**config.mk**
```make
export PLATFORM = sky130hd
export DESIGN_NAME = kth_smallest_magnitude_select
export DESIGN_NICKNAME = d
export VERILOG_FILES = /design/src/rtl/core/ksms_pkg.sv /design/src/rtl/core/ksms_datapath.sv /design/src/rtl/core/ksms_ctrl.sv /design/src/rtl/core/kth_smallest_magnitude_select.sv
export SDC_FILE = /design/constraint.sdc
export NUM_CORES = 1
export LEC_CHECK = 0
export ABC_AREA = 1
export BUFFER_PORTS_ARGS = -buffer_cell sky130_fd_sc_hd__buf_2
export CORE_UTILIZATION = 30
export DETAILED_ROUTE_END_ITERATION = 16
export SETUP_SLACK_MARGIN = 0.4
export SLEW_MARGIN = 0
export SYNTH_ARGS = -nofsm -noshare
export SYNTH_HDL_FRONTEND = slang
export SYNTH_SLANG_ARGS = --single-unit
export TNS_END_PERCENT = 10
```
**constraint.sdc**
```tcl
create_clock -name clk -period 3.96 [get_ports clk]
set_input_delay 0.198 -clock clk [delete_from_list [all_inputs] [get_ports clk]]
set_output_delay 0.198 -clock clk [all_outputs]
set_load 0.005 [all_outputs]
```
**src/rtl/core/ksms_pkg.sv**
```systemverilog
`default_nettype none

package ksms_pkg;

	// Store depth and sample width.
	localparam int MAX_K       = 16;
	localparam int SAMPLE_BITS = 16;

	// Width of the rank register as seen on the configuration port.
	localparam int K_W    = 5;
	// Width of a store slot index.
	localparam int SLOT_W = (MAX_K > 1) ? $clog2(MAX_K) : 1;
	// Width of a count that can hold MAX_K itself.
	localparam int CNT_W  = $clog2(MAX_K + 1);

	typedef logic [SAMPLE_BITS-1:0] mag_t;

	// Commands from the controller to the datapath.
	typedef struct packed {
		logic accept;     // input transaction taken this cycle
		logic cfg_write;  // rank register written this cycle
		logic scan_step;  // one entry of the rescan
		logic emit;       // load the result and clear the run
	} ksms_cmd_t;

	// Status from the datapath to the controller.
	typedef struct packed {
		logic need_scan;  // the item being accepted calls for a rescan
		logic scan_done;  // the current scan step covers the last kept slot
		logic out_free;   // the output register can take a result now
	} ksms_status_t;

endpackage

`default_nettype wire

```
**src/rtl/core/ksms_datapath.sv**
```systemverilog
`default_nettype none

module ksms_datapath (
	input  wire logic                          clk,
	input  wire logic                          arst_n,
	input  wire logic [ksms_pkg::SAMPLE_BITS-1:0] sample,
	input  wire logic [ksms_pkg::K_W-1:0]      k_count,
	input  wire ksms_pkg::ksms_cmd_t           cmd,
	output ksms_pkg::ksms_status_t             status,
	output logic                               out_valid,
	input  wire logic                          out_ready,
	output logic [ksms_pkg::SAMPLE_BITS-1:0]   kth_magnitude,
	output logic                               too_few
);
	import ksms_pkg::*;

	mag_t              store_q [MAX_K];
	mag_t              largest_q;
	logic [SLOT_W-1:0] slot_q;
	logic [CNT_W-1:0]  filled_q;
	logic [K_W-1:0]    k_q;
	logic [SLOT_W-1:0] idx_q;
	logic              out_valid_q;
	mag_t              out_mag_q;
	logic              out_few_q;

	logic [CNT_W-1:0]  k_use;
	logic [CNT_W-1:0]  filled_inc;
	logic              fill_mode;
	mag_t              mag;
	mag_t              scan_rd;

	// Rank in use: zero acts as one, anything above the depth as the depth.
	always_comb begin
		if (k_q == '0) begin
			k_use = CNT_W'(1);
		end else if (32'(k_q) > 32'(MAX_K)) begin
			k_use = CNT_W'(MAX_K);
		end else begin
			k_use = CNT_W'(k_q);
		end
	end

	// Two's complement magnitude; the most negative sample maps to 2^(n-1).
	assign mag        = sample[SAMPLE_BITS-1] ? (~sample + mag_t'(1)) : sample;
	assign fill_mode  = filled_q < k_use;
	assign filled_inc = filled_q + CNT_W'(1);
	assign scan_rd    = store_q[idx_q];

	assign status.need_scan = fill_mode ? (filled_inc == k_use) : (mag < largest_q);
	assign status.scan_done = ({1'b0, idx_q} == (k_use - CNT_W'(1)));
	assign status.out_free  = !out_valid_q || out_ready;

	// Magnitude store, written on fill or on replacement of the largest.
	always_ff @(posedge clk) begin
		if (cmd.accept) begin
			if (fill_mode) begin
				store_q[filled_q[SLOT_W-1:0]] <= mag;
			end else if (mag < largest_q) begin
				store_q[slot_q] <= mag;
			end
		end
	end

	always_ff @(posedge clk or negedge arst_n) begin
		if (!arst_n) begin
			k_q       <= K_W'(1);
			largest_q <= '0;
			slot_q    <= '0;
			filled_q  <= '0;
			idx_q     <= '0;
		end else begin
			if (cmd.cfg_write) begin
				k_q       <= k_count;
				largest_q <= '0;
				slot_q    <= '0;
				filled_q  <= '0;
			end else if (cmd.emit) begin
				largest_q <= '0;
				slot_q    <= '0;
				filled_q  <= '0;
			end else if (cmd.accept) begin
				if (fill_mode) begin
					filled_q <= filled_inc;
				end
			end else if (cmd.scan_step) begin
				// Slot zero seeds the maximum; later slots replace it only when larger,
				// so ties keep the lowest slot.
				if (idx_q == '0) begin
					largest_q <= scan_rd;
					slot_q    <= '0;
				end else if (scan_rd > largest_q) begin
					largest_q <= scan_rd;
					slot_q    <= idx_q;
				end
				if (status.scan_done) begin
					idx_q <= '0;
				end else begin
					idx_q <= idx_q + SLOT_W'(1);
				end
			end
		end
	end

	// Output register.
	always_ff @(posedge clk or negedge arst_n) begin
		if (!arst_n) begin
			out_valid_q <= 1'b0;
		end else if (cmd.emit) begin
			out_valid_q <= 1'b1;
		end else if (out_ready) begin
			out_valid_q <= 1'b0;
		end
	end

	always_ff @(posedge clk) begin
		if (cmd.emit) begin
			out_mag_q <= fill_mode ? '0 : largest_q;
			out_few_q <= fill_mode;
		end
	end

	assign out_valid     = out_valid_q;
	assign kth_magnitude = out_mag_q;
	assign too_few       = out_few_q;

endmodule

`default_nettype wire

```
**src/rtl/core/ksms_ctrl.sv**
```systemverilog
`default_nettype none

module ksms_ctrl (
	input  wire logic                   clk,
	input  wire logic                   arst_n,
	input  wire logic                   in_valid,
	output logic                        in_ready,
	input  wire logic                   is_last,
	input  wire logic                   cfg_valid,
	output logic                        cfg_ready,
	input  wire ksms_pkg::ksms_status_t status,
	output ksms_pkg::ksms_cmd_t         cmd
);
	import ksms_pkg::*;

	typedef enum logic [2:0] {
		ST_IDLE = 3'b001,
		ST_SCAN = 3'b010,
		ST_EMIT = 3'b100
	} state_t;

	state_t state_q;
	state_t state_d;
	logic   last_q;
	logic   accept;

	// An offered rank write takes priority over a sample in the same cycle.
	assign in_ready  = (state_q == ST_IDLE) && !cfg_valid;
	assign cfg_ready = (state_q == ST_IDLE);
	assign accept    = in_valid && in_ready;

	assign cmd.accept    = accept;
	assign cmd.cfg_write = cfg_valid && cfg_ready;
	assign cmd.scan_step = (state_q == ST_SCAN);
	assign cmd.emit      = (state_q == ST_EMIT) && status.out_free;

	always_comb begin
		state_d = state_q;
		case (state_q)
			ST_IDLE: begin
				if (accept) begin
					if (status.need_scan) begin
						state_d = ST_SCAN;
					end else if (is_last) begin
						state_d = ST_EMIT;
					end
				end
			end
			ST_SCAN: begin
				if (status.scan_done) begin
					state_d = last_q ? ST_EMIT : ST_IDLE;
				end
			end
			ST_EMIT: begin
				if (status.out_free) begin
					state_d = ST_IDLE;
				end
			end
			default: begin
				state_d = ST_IDLE;
			end
		endcase
	end

	always_ff @(posedge clk or negedge arst_n) begin
		if (!arst_n) begin
			state_q <= ST_IDLE;
			last_q  <= 1'b0;
		end else begin
			state_q <= state_d;
			if (accept) begin
				last_q <= is_last;
			end
		end
	end

endmodule

`default_nettype wire

```
**src/rtl/core/kth_smallest_magnitude_select.sv**
```systemverilog
`default_nettype none

// K-th smallest magnitude selector.
// Samples arrive as transactions on the input channel (sample, is_last). The
// block keeps the magnitudes of the first k samples of a run and, after that,
// replaces the largest kept magnitude whenever a strictly smaller one arrives.
// The transaction carrying is_last ends the run and yields one result
// transaction (kth_magnitude, too_few); too_few is raised, with a zero
// magnitude, when the run held fewer than k samples.
// The rank k is written through the configuration channel while the block is
// idle; a write also abandons the run in progress, and input is refused while
// a write is offered. Reset sets k to one.
// Sequencing: an item that needs no rescan is taken directly. Filling the last
// free slot, or replacing the largest, starts a rescan of the kept slots, one
// slot a cycle, and no further sample is taken until the rescan ends. The
// store has one read port, which is why the rescan reads one slot at a time.
// A last item then goes through the emit state to load the output register.
// The output register lets the next run's samples be taken while a result
// waits; if the receiver stalls and a second result is ready, the block holds
// it and stops taking input until the first is accepted.
// Reset clears the controller, counters and output valid; store contents are
// left as they are and are never read before being written in a run.
module kth_smallest_magnitude_select (
	input  wire logic                            clk,
	input  wire logic                            arst_n,
	input  wire logic                            in_valid,
	output logic                                 in_ready,
	input  wire logic [ksms_pkg::SAMPLE_BITS-1:0] sample,
	input  wire logic                            is_last,
	input  wire logic                            cfg_valid,
	output logic                                 cfg_ready,
	input  wire logic [ksms_pkg::K_W-1:0]        k_count,
	output logic                                 out_valid,
	input  wire logic                            out_ready,
	output logic [ksms_pkg::SAMPLE_BITS-1:0]     kth_magnitude,
	output logic                                 too_few
);
	import ksms_pkg::*;

	ksms_cmd_t    cmd;
	ksms_status_t status;

	// The controller sequences accept, rescan and emit.
	ksms_ctrl u_ctrl (
		.clk       (clk),
		.arst_n    (arst_n),
		.in_valid  (in_valid),
		.in_ready  (in_ready),
		.is_last   (is_last),
		.cfg_valid (cfg_valid),
		.cfg_ready (cfg_ready),
		.status    (status),
		.cmd       (cmd)
	);

	// The datapath holds the store, the running maximum and the result register.
	ksms_datapath u_datapath (
		.clk           (clk),
		.arst_n        (arst_n),
		.sample        (sample),
		.k_count       (k_count),
		.cmd           (cmd),
		.status        (status),
		.out_valid     (out_valid),
		.out_ready     (out_ready),
		.kth_magnitude (kth_magnitude),
		.too_few       (too_few)
	);

endmodule

`default_nettype wire
```
==> results of run 1 <==
[cell usage in the layout (no fill, tap or decap), drive strengths merged]
| master | instances |
|---|---|
| a21oi | 24 |
| a31o | 1 |
| a31oi | 3 |
| buf | 109 |
| bufinv | 3 |
| clkbuf | 37 |
| clkinv | 15 |
| clkinvlp | 1 |
| dfrtp | 37 |
| dfstp | 2 |
| diode | 1 |
| dlygate4sd3 | 8 |
| edfxtp | 273 |
| ha | 41 |
| inv | 65 |
| mux2 | 3 |
| nand2 | 206 |
| nand3 | 60 |
| nand3b | 1 |
| nand4 | 14 |
| nor2 | 191 |
| nor3 | 9 |
| nor3b | 1 |
| o211ai | 7 |
| o21a | 3 |
| o21ai | 141 |
| o221ai | 25 |
| o22ai | 42 |
| xnor2 | 3 |
| xor2 | 13 |
[per-layer routing]
metal	vias up	share of wire	GRT usage	wire, µm
met1	4803	0.44	0.232	17400
met2	381	0.42	0.234	16600
li1	4556	-	-	-
met4	0	0.023	0.0474	887
met3	46	0.11	0.0552	4320
met5	-	0	0	0
[sequential cells by signal (all words and copies together) (netlist names)]
name,flops
u_datapath.too_few,1
u_datapath.store_q,256
u_datapath.kth_magnitude,16
u_datapath.k_q,5
u_datapath.idx_q,4
u_ctrl.last_q,1
u_datapath.largest_q,16
u_datapath.filled_q,5
u_datapath.slot_q,4
u_ctrl.state_q,3
u_datapath.out_valid,1
[how the worst max path moves through the flow]
stage                                     end  slack (ns)  cells past startpoint
finish              u_datapath.store_q[4][10]        0.60                     14
global route          u_datapath.largest_q[5]        0.39                     19
CTS                      u_datapath.slot_q[2]        0.43                     18
detailed placement   u_datapath.store_q[3][6]        0.09                     17
global placement     u_datapath.store_q[3][6]        0.21                     17
floorplan            u_datapath.store_q[0][0]        0.25                     16
[through the flow]
step | setup WS [ns] | hold slack (ns) | cells
2_1_floorplan | 0.247 | -0.0976 | 1224
3_3_place_gp | 0.211 | 0.390 | 1872
3_5_place_dp | 0.0871 | 0.397 | 1872
4_1_cts | 0.426 | 0.0820 | 1934
5_1_grt | 0.387 | 0.115 | 1938
6_report | 0.598 | 0.108 | 1939
[cell type report]
type	instances	share of cell area
Antenna cell	1	0.000152
Tap cell	600	0.0456
Timing Repair Buffer	119	0.0667
Clock inverter	19	0.0114
Sequential cell	312	0.558
Multi-Input combinational cell	788	0.254
Clock buffer	35	0.0481
Inverter	65	0.0154
[power groups by stage]
| stage | sequential (mW) | clock, mW | combinational [mW] |
|---|---|---|---|
| floorplan | 3.99 | 0 | 2.65 |
| global placement | 4.03 | 0 | 3.90 |
| detailed placement | 4.04 | 0 | 3.97 |
| CTS | 3.97 | 2.93 | 3.99 |
| global route | 4.01 | 3.05 | 4.66 |
| finish | 3.99 | 2.89 | 4.20 |
[timing repair]
| item | 4_1_cts | 5_1_grt |
|---|---|---|
| endpoints found under the setup margin | 20 | 276 |
| hold buffers | 8 | 0 |
| pin swaps | 0 | 6 |
| hold endpoints to repair | 45 | 0 |
| gates cloned | 0 | 2 |
| gates resized for setup | 1 | 13 |
| setup buffers | 0 | 2 |
[critical path: cells and delay by family, from the launching register on]
kind	cells	cell delay, ns
buffers and inverters	2	0.53
flip-flops	1	0.43
AO/OA/AOI/OAI	2	0.23
AND/OR/NAND/NOR	9	1.63
adder cells (fa/ha/maj)	1	0.24
[logic make-up after synthesis]
| logic type | Yosys count |
|---|---|
| XOR/XNOR | 16 |
| multiplexers | 3 |
| buffers and inverters | 124 |
| AND/OR/NAND/NOR | 482 |
| adder cells (fa/ha/maj) | 41 |
| flip-flops | 312 |
| AO/OA/AOI/OAI | 246 |
==> flow_summary.yaml, run 1 <==
logic_synthesis:
  synth_common_cells: "edfxtp_1, nand2_1, nor2_1"
  synth_top_family_by_area: "simple AND/OR/NAND/NOR gates"
  synth_compound_gate_area_share: 0.104
  synth-simple-area-share: 0.145
  synth_fp_nets: 1292
  synth_edf_count: 273
  yosys.area.top_type: "edfxtp_1"
  synth_warnings: 0
  synth_top_area_frac: 0.595
  synth_xor_area_frac: 0.0102
  synth_area_um2: 13800
  syn_inst: 1224
  yosysSeqAreaShare: 0.666
  synthMuxAreaShare: 0.00245
  yosysMostFrequentCell: "edfxtp_1"
  ys_types: 39
  ys_seq_elements: 312
  synthAdderAreaFrac: 0.0372
  syn_avg_cell_area_um2: 11.3
  synth_ff_type: "edfxtp_1"
  synth-async-reset-ratio: 0.125
  synth.area.top_cells: "edfxtp_1, dfrtp_1, nand2_1"
finish:
  register_area_um2: 9180
  synthToLayoutAreaGrowth_pct: 19.4
  drive_gt1_frac: 0.152
  utilization: 0.363
  multiInputGateArea_um2: 4190
  n_fill_cell: 4407
  fin_nets: 1385
  fin_area_um2: 16500
power:
  p_comb_frac: 0.379
  leakage_nw: 5.97
  seqPwrFrac: 0.360
  p_int_mw: 6.83
  p_per_area_nw_per_um2: 673
  p_sw_frac: 0.384
  pwr-share-clk: 0.261
  switchingPower_mw: 4.25
  vdd_ir_drop_max_mv: 0.344
  finalPower_mw: 11.1
critical_path:
  slowest_delay_ns: 0.43
  r2r_start: "u_datapath.k_q[3]"
  rrSetupSlack_ns: 0.60
  reg2regPathDepth: 14
  critPathKind: "register to register"
  cp_max_fo: 20
  crit_path_cell_trace: "nor2_1, nand2_1, nand2_1, nand2_1, ha_1, a21oi_1, o21ai_1, nor2_1, buf_4, nand2_4, nand2_2, nand3_2, nor2_2, buf_12"
  critPathMostFrequentCell: "nand2_1"
  reg2reg_to: "u_datapath.store_q[4][10]"
  critPathLaunchType: "register"
  arrival_ns: 3.65
  slowest_stage: "dfrtp_1"
  cp-startpoint: "u_datapath.k_q[3]"
  endpoint_kind: "register"
  required_ns: 4.25
floorplanning:
  core_um2: 45400
  die_w_um: 216
  start_util: 0.304
  die_y_um: 216
  dieArea_um2: 46800
  fp-row-count: 78
  ios: 47
worst_hold_path:
  hold_path.class: "input pin to register"
  min_from: "cfg_valid"
  min_to: "u_ctrl.state_q[1]"
  min_path_cells: 5
global_route:
  grt_pass1_vias: 9284
  grt_max_degree: 131
  track_usage: 0.163
  grt_first_pass_wirelength_um: 57100
  grt_overflow: 0
  antenna_found_initial: 0
clock_network:
  cts_tree: "built"
  cts_max_path_buffers: 3
  cts-root-buf: "clkbuf_16"
  cts_sinks: 312
  htree_levels: 1
  clock_latency_ns: 0.60
  cts_buffers: 31
  clk_pin_slew_ns: 0.06
sta:
  fmax_mhz: 297
  worstMarginPinSlew_ns: 0.923
  period_needed_ns: 3.36
  slew_violations: 0
  setup_viol: 0
  rsz0062_at_grt: "no"
  final_hold_viol_count: 0
  fin_crit_sh: 0.849
  setup_tns_ns: 0
  fin_skew_ns: 0.0272
  max_slew_margin: 0.385
detailed_routing:
  viasPerCell: 5.05
  wl_um: 39200
  wl_per_cell_um: 20.2
  ant_nets: 0
  drt_pass1_iterations: 5
  dr.first_iter.drc_count: 1005
  drc: 0
  via_count: 9786
status:
  status: "finished, final reports clean"
flow_run:
  cap_violations: 0
place:
  placed_cell_area_um2: 15300
  dp_hpwl_um: 26000
  gp_congestion: 0.941
  port_buffers: 46
(Power assumes the default switching activity.)
==> run 2, diff against run 1 <==
==> constraint.sdc (replaced) <==
create_clock -name clk -period 3.2 [get_ports clk]
set_input_delay 0.16 -clock clk [delete_from_list [all_inputs] [get_ports clk]]
set_output_delay 0.16 -clock clk [all_outputs]
set_load 0.005 [all_outputs]
==> run 2 against run 1 <==
Effect of this change:
- die area did not move
- register-to-register slack got worse by 0.51 ns
- global-route usage rose by 1.5 points
- total power rose by 51%
- clock-buffer cell count rose by 6
- core utilization rose by 6.0 points
- final area rose by 17%
- clock power rose by 33%
- combinational power rose by 89%
- clock skew fell by 0.0080 ns
- setup slack got worse by 0.51 ns
- routed wire length rose by 8.7%
- largest cell class unchanged
==> flow_summary.yaml, run 2 (same netlist as run 1, synthesis figures left out) <==
global_route:
  grt_first_pass_wirelength_um: 62700
  grt_overflow: 0
  grt_max_degree: 77
  grt_pass1_vias: 10100
  track_usage: 0.178
  antenna_found_initial: 0
detailed_routing:
  wl_um: 42700
  ant_nets: 0
  via_count: 10400
  viasPerCell: 5.04
  drc: 0
  drt_pass1_iterations: 5
  wl_per_cell_um: 20.7
  dr.first_iter.drc_count: 964
sta:
  rsz0062_at_grt: "yes"
  fmax_mhz: 321
  slew_violations: 0
  final_hold_viol_count: 0
  setup_tns_ns: 0
  max_slew_margin: 0.347
  fin_crit_sh: 0.972
  period_needed_ns: 3.11
  worstMarginPinSlew_ns: 0.980
  setup_viol: 0
  fin_skew_ns: 0.0192
  finalWorstSetupSlack_ns: 0.0894
  hold_ws_ns: 0.166
critical_path:
  crit_buf_inv: 4
  critPathLaunchType: "register"
  critPathTopFamily: "simple AND/OR/NAND/NOR gates"
  critPathMostFrequentCell: "nand2_1"
  slowest_delay_ns: 0.51
  required_ns: 3.62
  arrival_ns: 3.53
  critPathKind: "register to register"
  cp_max_fo: 7
  crit_path_cell_trace: "buf_12, buf_8, nor2_2, o22ai_2, o211ai_1, nand3_2, ha_4, nand2_1, o21ai_1, nand2_1, nand2_1, nand2_1, nand2_2, nand2_2, nand3_2, nand2_4, buf_12, clkbuf_16, nand2_2, nand2_1"
  endpoint_kind: "register"
  slowest_stage: "dfrtp_4"
floorplanning:
  ios: 47
  start_util: 0.304
  core_um2: 45400
  fp-row-count: 78
  dieArea_um2: 46800
  die_y_um: 216
  die_w_um: 216
clock_network:
  cts_buffers: 35
  clock_latency_ns: 0.53
  cts_tree: "built"
  clk_pin_slew_ns: 0.07
  cts-root-buf: "clkbuf_16"
  cts_max_path_buffers: 3
  cts_sinks: 312
  htree_levels: 2
finish:
  regMostFlops: "u_datapath.store_q"
  final_common_cell: "edfxtp_1"
  largest_reg_flops: 256
  final_cell_mix: "edfxtp_1, nand2_1, nor2_1, buf_4, o21ai_0"
  final_cells: 2060
  antenna_cells: 0
  drive_gt1_frac: 0.339
  fin_nets: 1504
  synthToLayoutAreaGrowth_pct: 39.3
place:
  gp_congestion: 0.918
  place_ws_ns: -0.199
  numPlacedInstances: 1912
  dp_hpwl_um: 27000
  port_buffers: 46
power:
  p_per_area_nw_per_um2: 871
  vdd_ir_drop_max_mv: 0.457
  leakage_nw: 6.99
  finalPower_mw: 16.7
status:
  status: "finished, final reports clean"
flow_run:
  cap_violations: 0
worst_hold_path:
  hold_path.class: "input pin to register"
[run 2: metrics by stage]
stage               area (µm²)   util
detailed placement       16100  0.355
CTS                      18500  0.407
global placement         16100  0.355
global route             19200  0.423
floorplan                14300      -
finish                   19200  0.423
[run 2: area by class of cell]
class                      instances  area [µm²]
fill                            4142       26200
sequential                       312        9180
multi-input combinational        788        5470
timing repair buffer             234        2430
clock buffer                      41         920
tap                              600         751
inverter                          65         270
clock inverter                    20         165
[run 2: power by group]
part / internal (mW) / switching (mW)
Clock: 2.22 / 1.61
Combinational: 3.42 / 4.51
Sequential: 4.75 / 0.193
Total: 10.4 / 6.32
[run 2: final timing paths]
kind	cells past startpoint	from	slack (ns)	endpoint
worst min register to register	2	u_datapath.largest_q[2]	0.48	u_datapath.largest_q[2]
min in group asynchronous	2	arst_n	0.33	u_datapath.largest_q[11]
max in group asynchronous	2	arst_n	2.14	u_datapath.idx_q[0]
worst max-delay path	20	u_datapath.idx_q[0]	0.09	u_datapath.largest_q[12]
worst max register to register	20	u_datapath.idx_q[0]	0.09	u_datapath.largest_q[12]
worst min-delay path	5	cfg_valid	0.17	u_ctrl.state_q[1]
[run 2: what timing repair did]
item	in CTS	in global routing
resized for setup	127	135
pin swaps	54	75
gates cloned	8	3
setup buffers	52	16
hold endpoints to repair	45	0
setup endpoints to repair	276	283
hold buffers	8	0
[run 2: worst register-to-register path: stages, from the launching register on]
cell,delay (ns)
dfrtp_4,0.51
buf_12,0.17
buf_8,0.14
nor2_2,0.13
o22ai_2,0.12
o211ai_1,0.37
nand3_2,0.18
ha_4,0.32
nand2_1,0.07
o21ai_1,0.13
nand2_1,0.06
nand2_1,0.05
nand2_1,0.05
nand2_2,0.09
nand2_2,0.07
nand3_2,0.09
nand2_4,0.07
buf_12,0.14
clkbuf_16,0.15
nand2_2,0.05
nand2_1,0.04
[run 2: metal layers]
layer  vias up  part of all wire  global-route usage
met5         -                 0                   0
met2       405              0.44               0.268
met3        67             0.079              0.0338
met1      5097              0.44               0.256
met4         0             0.035              0.0624
li1       4812                 -                   -
